===== src/rtl/ssd_pkg.sv =====
// Shared constants and types for the saturation step damping unit.
package ssd_pkg;

    localparam int VALUE_FRAC_BITS   = 24;
    localparam int DAMPING_FRAC_BITS = 16;

    localparam int FIELD_BITS    = 32;
    localparam int FRAC_REG_BITS = 16;
    localparam logic [FRAC_REG_BITS-1:0] FRAC_RESET = 16'd58982;

    // width that holds every sum formed from the fields
    localparam int WIDE_BITS = 37;
    localparam int DIV_BITS  = 36;

    localparam int PDATA_BITS = 32;
    localparam int PADDR_BITS = 3;

    localparam logic REG_FRAC = 1'b0;
    localparam logic REG_MAX  = 1'b1;

    typedef enum logic [1:0] {
        RULE_FIRST  = 2'd0,
        RULE_SECOND = 2'd1,
        RULE_TOTAL  = 2'd2
    } t_rule;

    typedef enum logic [7:0] {
        S_IDLE  = 8'b0000_0001,
        S_PREP  = 8'b0000_0010,
        S_OLD   = 8'b0000_0100,
        S_SETUP = 8'b0000_1000,
        S_CHK   = 8'b0001_0000,
        S_DIV   = 8'b0010_0000,
        S_MUL   = 8'b0100_0000,
        S_DONE  = 8'b1000_0000
    } t_state;

endpackage


===== src/rtl/saturation_step_damping_unit.sv =====
// Fraction-to-boundary step damping over a stream of saturation coefficients.
// Per item: prep, then for each bound rule the old, setup and check states; a firing rule
// adds the divider and multiply states, skipping the divider when its ratio caps at one.
// At most two rules fire. A new item is taken only in idle, after the last one is done.
// The result sits in an output register; only a last coefficient waits for it to drain.
// Synchronous active-low reset: damping back to one, control and config registers to defaults.
module saturation_step_damping_unit #(
    parameter int VALUE_FRAC_BITS   = ssd_pkg::VALUE_FRAC_BITS,
    parameter int DAMPING_FRAC_BITS = ssd_pkg::DAMPING_FRAC_BITS
) (
    input  logic                                   i_clk,
    input  logic                                   i_rst_n,

    input  logic                                   psel,
    input  logic                                   penable,
    input  logic                                   pwrite,
    input  logic [ssd_pkg::PADDR_BITS-1:0]         paddr,
    input  logic [ssd_pkg::PDATA_BITS-1:0]         pwdata,
    output logic [ssd_pkg::PDATA_BITS-1:0]         prdata,
    output logic                                   pready,

    input  logic                                   i_in_valid,
    output logic                                   o_in_ready,
    input  logic signed [ssd_pkg::FIELD_BITS-1:0]  i_first_backbone_new,
    input  logic signed [ssd_pkg::FIELD_BITS-1:0]  i_second_backbone_new,
    input  logic signed [ssd_pkg::FIELD_BITS-1:0]  i_first_enrichment_new,
    input  logic signed [ssd_pkg::FIELD_BITS-1:0]  i_second_enrichment_new,
    input  logic signed [ssd_pkg::FIELD_BITS-1:0]  i_first_backbone_update,
    input  logic signed [ssd_pkg::FIELD_BITS-1:0]  i_second_backbone_update,
    input  logic signed [ssd_pkg::FIELD_BITS-1:0]  i_first_enrichment_update,
    input  logic signed [ssd_pkg::FIELD_BITS-1:0]  i_second_enrichment_update,
    input  logic                                   i_last_coefficient,

    output logic                                   o_out_valid,
    input  logic                                   i_out_ready,
    output logic [DAMPING_FRAC_BITS:0]             o_damping_factor
);

    localparam int WB   = ssd_pkg::WIDE_BITS;
    localparam int DB   = ssd_pkg::DIV_BITS;
    localparam int FB   = ssd_pkg::FRAC_REG_BITS;
    localparam int MAXW = VALUE_FRAC_BITS + 1;
    localparam int DW   = DAMPING_FRAC_BITS + 1;
    localparam int PW   = DW + FB;
    localparam int CW   = $clog2(DAMPING_FRAC_BITS);
    localparam logic [DW-1:0]   DAMP_ONE  = DW'(1) << DAMPING_FRAC_BITS;
    localparam logic [MAXW-1:0] MAX_RESET = MAXW'(1) << VALUE_FRAC_BITS;
    localparam logic [CW-1:0]   CNT_LAST  = CW'(DAMPING_FRAC_BITS - 1);

    ssd_pkg::t_state r_state, n_state;
    ssd_pkg::t_rule  r_rule;

    logic [FB-1:0]   r_frac;
    logic [MAXW-1:0] r_max;

    logic signed [WB-1:0] r_s1, r_s2, r_d1, r_d2, r_ssum, r_dsum;
    logic signed [WB-1:0] r_cand, r_step, r_old;
    logic                 r_last;
    logic                 r_fire;
    logic [DB-1:0]        r_num, r_den, r_rem;
    logic [DW-1:0]        r_q, r_prod, r_run;
    logic [CW-1:0]        r_cnt;
    logic                 r_out_valid;
    logic [DW-1:0]        r_out;

    logic                 w_in_xfer, w_cfg_wr, w_last_rule, w_out_free;
    logic signed [WB-1:0] w_bound, w_cand, w_step, w_unum, w_uden;
    logic                 w_fire_lo, w_fire_hi;
    logic [DB:0]          w_rem2;
    logic                 w_ge;
    logic [PW-1:0]        w_prod;

    // configuration port
    assign pready   = 1'b1;
    assign w_cfg_wr = psel && penable && pwrite && pready;

    always_comb begin
        unique case (paddr[2])
            ssd_pkg::REG_FRAC: prdata = ssd_pkg::PDATA_BITS'(r_frac);
            ssd_pkg::REG_MAX:  prdata = ssd_pkg::PDATA_BITS'(r_max);
            default:           prdata = '0;
        endcase
    end

    always_ff @(posedge i_clk) begin
        if (!i_rst_n) begin
            r_frac <= ssd_pkg::FRAC_RESET;
            r_max  <= MAX_RESET;
        end else if (w_cfg_wr) begin
            unique case (paddr[2])
                ssd_pkg::REG_FRAC: r_frac <= pwdata[FB-1:0];
                ssd_pkg::REG_MAX:  r_max  <= pwdata[MAXW-1:0];
                default: ;
            endcase
        end
    end

    // handshakes
    assign o_in_ready       = (r_state == ssd_pkg::S_IDLE);
    assign w_in_xfer        = i_in_valid && o_in_ready;
    assign o_out_valid      = r_out_valid;
    assign o_damping_factor = r_out;
    assign w_out_free       = !r_out_valid || i_out_ready;
    assign w_last_rule      = (r_rule == ssd_pkg::RULE_TOTAL);

    // rule operands
    assign w_bound = $signed(WB'(r_max));

    always_comb begin
        case (r_rule)
            ssd_pkg::RULE_FIRST: begin
                w_cand = r_s1;
                w_step = r_d1;
            end
            ssd_pkg::RULE_SECOND: begin
                w_cand = r_s2;
                w_step = r_d2;
            end
            default: begin
                w_cand = r_ssum;
                w_step = r_dsum;
            end
        endcase
    end

    assign w_unum    = w_bound - r_old;
    assign w_uden    = -r_step;
    assign w_fire_lo = r_cand[WB-1] && !r_old[WB-1] && (r_step != '0);
    assign w_fire_hi = (r_cand > w_bound) && (r_old <= w_bound) && (r_step != '0);

    // shared divider step and scaling multiply
    assign w_rem2 = {r_rem, 1'b0};
    assign w_ge   = (w_rem2 >= {1'b0, r_den});
    assign w_prod = PW'(r_q) * PW'(r_frac);

    always_comb begin
        n_state = r_state;
        unique case (r_state)
            ssd_pkg::S_IDLE:  if (w_in_xfer) n_state = ssd_pkg::S_PREP;
            ssd_pkg::S_PREP:  n_state = ssd_pkg::S_OLD;
            ssd_pkg::S_OLD:   n_state = ssd_pkg::S_SETUP;
            ssd_pkg::S_SETUP: n_state = ssd_pkg::S_CHK;
            ssd_pkg::S_CHK: begin
                if (!r_fire) begin
                    n_state = w_last_rule ? ssd_pkg::S_DONE : ssd_pkg::S_OLD;
                end else if (r_num >= r_den) begin
                    n_state = ssd_pkg::S_MUL;
                end else begin
                    n_state = ssd_pkg::S_DIV;
                end
            end
            ssd_pkg::S_DIV:   if (r_cnt == CNT_LAST) n_state = ssd_pkg::S_MUL;
            ssd_pkg::S_MUL:   n_state = w_last_rule ? ssd_pkg::S_DONE : ssd_pkg::S_OLD;
            ssd_pkg::S_DONE: begin
                if (!r_last || w_out_free) n_state = ssd_pkg::S_IDLE;
            end
            default:          n_state = ssd_pkg::S_IDLE;
        endcase
    end

    // control
    always_ff @(posedge i_clk) begin
        if (!i_rst_n) begin
            r_state     <= ssd_pkg::S_IDLE;
            r_rule      <= ssd_pkg::RULE_FIRST;
            r_run       <= DAMP_ONE;
            r_out_valid <= 1'b0;
            r_cnt       <= '0;
        end else begin
            r_state <= n_state;

            if (r_state == ssd_pkg::S_DONE && r_last && w_out_free) begin
                r_out_valid <= 1'b1;
            end else if (r_out_valid && i_out_ready) begin
                r_out_valid <= 1'b0;
            end

            unique case (r_state)
                ssd_pkg::S_PREP: r_rule <= ssd_pkg::RULE_FIRST;
                ssd_pkg::S_CHK: begin
                    r_cnt <= '0;
                    if (!r_fire && !w_last_rule) r_rule <= ssd_pkg::t_rule'(r_rule + 2'd1);
                end
                ssd_pkg::S_DIV: r_cnt <= r_cnt + CW'(1);
                ssd_pkg::S_MUL: begin
                    // keep the smaller of the scaled ratio and the running minimum
                    if (w_prod[PW-1:FB] < r_run) r_run <= w_prod[PW-1:FB];
                    if (!w_last_rule) r_rule <= ssd_pkg::t_rule'(r_rule + 2'd1);
                end
                ssd_pkg::S_DONE: begin
                    if (r_last && w_out_free) begin
                        r_run <= DAMP_ONE;
                    end
                end
                default: ;
            endcase
        end
    end

    // datapath
    always_ff @(posedge i_clk) begin
        if (w_in_xfer) begin
            r_s1   <= WB'(i_first_backbone_new) + WB'(i_first_enrichment_new);
            r_s2   <= WB'(i_second_backbone_new) + WB'(i_second_enrichment_new);
            r_d1   <= WB'(i_first_backbone_update) + WB'(i_first_enrichment_update);
            r_d2   <= WB'(i_second_backbone_update) + WB'(i_second_enrichment_update);
            r_last <= i_last_coefficient;
        end

        if (r_state == ssd_pkg::S_PREP) begin
            r_ssum <= r_s1 + r_s2;
            r_dsum <= r_d1 + r_d2;
        end

        if (r_state == ssd_pkg::S_OLD) begin
            r_cand <= w_cand;
            r_step <= w_step;
            r_old  <= w_cand + w_step;
        end

        if (r_state == ssd_pkg::S_SETUP) begin
            if (w_last_rule) begin
                r_fire <= w_fire_hi;
                r_num  <= w_unum[DB-1:0];
                r_den  <= w_uden[DB-1:0];
            end else begin
                r_fire <= w_fire_lo;
                r_num  <= r_old[DB-1:0];
                r_den  <= r_step[DB-1:0];
            end
        end

        if (r_state == ssd_pkg::S_CHK) begin
            r_rem <= r_num;
            r_q   <= (r_num >= r_den) ? DAMP_ONE : '0;
        end

        if (r_state == ssd_pkg::S_DIV) begin
            r_rem <= w_ge ? w_rem2[DB-1:0] - r_den : w_rem2[DB-1:0];
            r_q   <= {r_q[DW-2:0], w_ge};
        end

        if (r_state == ssd_pkg::S_MUL) begin
            r_prod <= w_prod[PW-1:FB];
        end

        if (r_state == ssd_pkg::S_DONE && r_last && w_out_free) begin
            r_out <= r_run;
        end
    end

`ifndef SYNTH
    a_run_le_one: assert property (@(posedge i_clk) disable iff (!i_rst_n)
        r_run <= DAMP_ONE)
        else $error("running damping above one");

    a_out_le_one: assert property (@(posedge i_clk) disable iff (!i_rst_n)
        o_out_valid |-> (o_damping_factor <= DAMP_ONE))
        else $error("damping result above one");

    a_start: assert property (@(posedge i_clk) disable iff (!i_rst_n)
        (i_in_valid && o_in_ready) |=> (r_state == ssd_pkg::S_PREP))
        else $error("accepted transfer did not start the sequence");

    a_div_quot: assert property (@(posedge i_clk) disable iff (!i_rst_n)
        (r_state == ssd_pkg::S_DIV) |-> (r_q < DAMP_ONE) && (r_rem < r_den))
        else $error("divider partial quotient or remainder out of range");

    a_prod_used: assert property (@(posedge i_clk) disable iff (!i_rst_n)
        $past(r_state == ssd_pkg::S_MUL) && i_rst_n && $past(i_rst_n)
            |-> (r_run <= r_prod) || (r_state == ssd_pkg::S_IDLE))
        else $error("minimum not updated by scaled ratio");
`endif

endmodule

===== config.mk =====
export PLATFORM = sky130hd
export DESIGN_NAME = saturation_step_damping_unit
export DESIGN_NICKNAME = d
export VERILOG_FILES = /design/src/rtl/ssd_pkg.sv /design/src/rtl/saturation_step_damping_unit.sv
export SDC_FILE = /design/constraint.sdc
export NUM_CORES = 2
export LEC_CHECK = 0
export BUFFER_PORTS_ARGS = -buffer_cell sky130_fd_sc_hd__buf_4
export CAP_MARGIN = 20
export CORE_UTILIZATION = 30
export DETAILED_ROUTE_END_ITERATION = 10
export HOLD_SLACK_MARGIN = 0.02
export PLACE_DENSITY = 0.49
export SYNTH_ARGS = -nofsm -noshare
export SYNTH_HDL_FRONTEND = slang
export SYNTH_SLANG_ARGS = --single-unit

===== constraint.sdc =====
create_clock -name i_clk -period 30.6 [get_ports i_clk]
set_input_delay 4.59 -clock i_clk [delete_from_list [all_inputs] [get_ports i_clk]]
set_output_delay 4.59 -clock i_clk [all_outputs]
set_load 0.02 [all_outputs]

After elaboration in Yosys (flattened, before gate mapping)
Cells that the tools add are included.

storage, ports and cells
  bits in registers = 550
  bits of input ports = 299
  output and inout port bits = 52
  logic and storage cells = 118

cells by class
  $add $sub $neg = 12
  multipliers = 1
  magnitude comparators = 5
  equality and inequality tests = 18
  multiplexer cells = 28
  bitwise logic cells = 1
  reduce and logical (&&, ||, !) cells = 30

operators with widths
  cell                                            number
  two-way mux 36 bit                              5
  one-hot mux 37 bit (2 select lines)             2
  adder 32 x 32 -> 33 bit                         4
  adder 37 bit                                    3
  two-way mux 17 bit                              5
  one-hot mux 32 bit (2 select lines)             1
  one-hot mux 8 bit (8 select lines)              1
  two-way mux 8 bit                               5
  >= comparator 37 x 36 -> 1 bit                  1
  greater-than comparator 37 x 26 -> 1 bit        1
  less-or-equal comparator 37 x 26 -> 1 bit       1
  nonzero test 37 bit                             1
  >= comparator 36 bit                            1
  negation 36 bit                                 1
  subtractor 26 x 36 -> 36 bit                    1
  subtractor 36 bit                               1
  one-hot mux 17 bit (2 select lines)             1
  multiplier 17 x 16 -> 33 bit                    1
  less-than comparator 17 bit                     1
  logical AND 1 bit                               12
  != test 2 bit (second input constant)           6
  AND reduction 3 bit                             3
  == test 8 x 1 -> 1 bit (second input constant)  1
  == test 8 x 2 -> 1 bit (second input constant)  1
  other kinds (24)                                35

Longest topological paths before layout
  depth after elaboration = 5
  mapped depth = 36

Worst setup path before layout
No wires, ideal clock.

  path kind = input-to-output
  start = in paddr[2] (netlist bit)
  end = out prdata[10] (netlist bit)
  arrival time = 5.682 ns
  setup slack = 20.328 ns
  cell stages on the path = 3
  path buffers = 2
  cells stage by stage = clkbuf_1 buf_1 mux2_2

on the way
  word-level cells in the longest chain between the ends = 2

ends and longest elaborated chain
  what                                     line                                text
  from (decl)                              saturation_step_damping_unit.sv:17  input logic [ssd_pkg::PADDR_BITS-1:0] paddr,
  NOT 1 bit (no line)                      -
  one-hot mux 32 bit (2 select lines) (*)  saturation_step_damping_unit.sv:78  unique case (paddr[2])
  to (decl)                                saturation_step_damping_unit.sv:19  output logic [ssd_pkg::PDATA_BITS-1:0] prdata,

Every way passes the cells marked *; elsewhere a longest branch is shown, timed or not. The select of a mux whose other input is x is not followed.

Worst setup path after layout
  start = in paddr[2] (netlist bit)
  end = out prdata[16] (netlist bit)

Same word-level chain as after synthesis.

==> metrics.cfg <==
[layout]
mostFrequentLayoutCells = 590 x nand2_1, 497 x ha_1, 461 x edfxtp_1
final_util_pct = 34.67
layout.cells.non_filler = 7057
nNetsFinal = 6008
mostFrequentLayoutCell = nand2_1
drive_above_1_share_pct = 10.52
nFillCells = 15390
synthToLayoutAreaGrowth_pct = 14.54

[synth]
avgSynthCellArea_um2 = 9.655
synthArstFlopShare_pct = 0
synth_compound_area_share_pct = 15.99
synth-adder-area-share_pct = 23.31
synth_top_area_cell = edfxtp_1
synth_ff_type = edfxtp_1
yosys.area_share.simple_pct = 14.65
synth_top_area_share_pct = 30.50
synth.area.top_cells = edfxtp_1 30%, ha_1 14%, fa_1 9.5%, nand2_1 4.9%, xnor2_1 4.1%
syn_inst = 4701
synth-edff-count = 461
synthDistinctLibCells = 89
ys_seq_area_share_pct = 33.72
synth_xor_xnor_area_share_pct = 5.885
ys_ff_latch = 534
muxShareOfSynthArea_pct = 1.417
synth_top_family_by_area = adder cells
synth_area_um2 = 45390
ys.warnings.count = 0

[sta]
max_freq_mhz = 93.13
worstMarginPinSlew_ns = 1.084
final-setup-viol-count = 0
fin_tns_setup_ns = 0
setup_ws_ns = 19.86
fin_hold_ws_ns = 0.4584
period_needed_ns = 10.74
finalMaxSlewViolations = 0
hold_viol = 0
skew_ns = 0.01856
fin_crit_sh_pct = 35.09
relSlewSlack_pct = 27.76
rsz0062_at_grt = no

[floorplan]
coreArea_um2 = 150000
die_w_um = 391.0
die_area_um2 = 152900
row_count = 142
start_util_pct = 30.27
die_y_um = 391.0
num_io_pins = 351

[pwr]
sw_frac_of_total_pct = 33.81
internal_power_mw = 1.637
switchingPower_mw = 0.8358
leakage_nw = 22.37
ir_worst_vdd_v = 0.00004854
power_frac_comb_pct = 36.0
p_clk_share_pct = 28.5
power_frac_seq_pct = 35.5
power.density_nw_per_um2 = 47.56

[detailed_routing]
postRouteAntennaNets = 0
drt_iter0_drc = 1745
dr.pass1.iters = 5
drc = 0
wirelength_um = 129400
vias = 34450
viasPerCell = 4.882
wire_per_inst_um = 18.34

[setup_path]
path_max_fanout = 19
startpoint_type = input pin
arrival_ns = 6.15
endpoint_kind = output port
required_ns = 26.01
critical_path_class = in -> out

[clock_tree]
ctsResizeCount = 0
cts_buffer_depth = 3
numCtsBuffers = 58
worstSkewPairLatency_ns = 0.64
cts_tree = yes
ctsRootBufferMaster = clkbuf_16
clock_sinks = 534
ctsHoldBuffers = 0
cts_setup_buffers = 0
path_clk_slew_ns = 0.06
cts_max_level = 2

[flow_run]
max_cap_viol_count = 0

[global_routing]
grt_max_degree = 77
antenna_found_initial = 9
grt_pass1_wl_um = 198800
grt_pass1_vias = 34620
grt.total_usage_pct = 16.67
grt-ovfl-total = 0

[placed_design]
port_buffers = 333
placed_cells = 6949
globalplace.congestion = 0.8953
place_ws_ns = 19.83
dp_hpwl_um = 105000

[status]
status = complete, no violations

[min_path]
hp-class = reg -> reg

-- metrics by stage --
| step | power [mW] | cell area, um^2 |
|---|---|---|
| 6_report | 2.472 | 51990 |
| 5_1_grt | 2.638 | 51990 |
| 4_1_cts | 2.503 | 51990 |
| 3_5_place_dp | 1.782 | 50110 |
| 3_3_place_gp | 1.772 | 50110 |
| 2_1_floorplan | 1.523 | 45410 |
-- sequential cells by signal (all words and copies together), names as in the netlist, 2 cells and up --
register,cells
o_damping_factor,17
r_cand,37
r_cnt,4
r_d1,33
r_d2,33
r_den,36
r_dsum,37
r_frac,16
r_max,25
r_num,36
r_old,37
r_q,17
r_rem,36
r_rule,2
r_run,17
r_s1,33
r_s2,33
r_ssum,37
r_state,8
r_step,37
-- logic make-up (layout without fill, tap and decap cells) --
kind of cell	Yosys count	in the layout
and+or+nand+nor	1389	1389
AOI/OAI and AO/OA	1114	1114
adders and majority gates	716	716
buffers and inverters	579	911
DFF	534	534
xor gates and xnor gates	305	305
muxes	62	62
other	2	10
-- layer usage --
| layer | track usage, % | part of all wire [%] |
|---|---|---|
| met5 | 0 | 0.066 |
| met4 | 3.586 | 1.8 |
| met3 | 1.766 | 3.6 |
| met2 | 29.37 | 49 |
| met1 | 21.85 | 46 |
-- worst max-delay path, cell delays in order --
cell,delay (ns)
buf_4,0.30
inv_1,0.39
nor2_1,0.57
buf_4,0.25
-- power groups by stage --
stage | Combinational, mW | Clock, mW | Sequential (mW)
detailed placement | 0.889 | 0 | 0.893
floorplan | 0.637 | 0 | 0.886
finish | 0.889 | 0.706 | 0.878
CTS | 0.895 | 0.730 | 0.878
global route | 1.00 | 0.752 | 0.881
global placement | 0.880 | 0 | 0.892
-- synthesized netlist by cell type, drive strengths merged, types with 8 or more instances --
cell      n
nand3    71
ha      500
nor2    206
o21bai   33
nand2   590
a211oi   28
or3      24
a21boi   11
o211ai   14
a221oi    9
nor2b    57
and3     36
and2    148
nand4    40
a211o    13
a31oi    38
o21a     48
a21oi   325
or4       8
dfxtp    73
mux2i    44
nor4     24
o31ai    27
and4     12
edfxtp  461
inv     434
clkbuf  121
xnor2   212
mux2     18
or2      11
a31o     11
buf      22
a21o    187
fa      216
o41ai    17
nand2b   54
a22oi    67
xor2     93
o21ai   213
nor3     74
a22o      8
nor3b    11
-- path summary, 6_finish.rpt --
| kind | cells past startpoint | slack (ns) | startpoint | end |
|---|---|---|---|---|
| hold / removal | 0 | 0.46 | r_run[5] | o_damping_factor[5] |
| setup reg to reg | 31 | 20.98 | r_q[8] | r_run[2] |
| setup / recovery | 4 | 19.86 | paddr[2] | prdata[16] |
| hold reg to reg | 0 | 0.46 | r_run[5] | o_damping_factor[5] |
-- layout make-up --
class,instances,area (um^2),share of cell area (%)
Antenna cell,2,5.005,0.009626
Multi-Input combinational cell,3594,27870,53.61
Clock buffer,82,1633,3.141
Inverter,436,1637,3.148
Sequential cell,534,15300,29.44
Timing Repair Buffer,369,2770,5.328
Tap cell,2016,2522,4.852
Clock inverter,24,246.5,0.4741
Power figures use the tool's default switching activity.
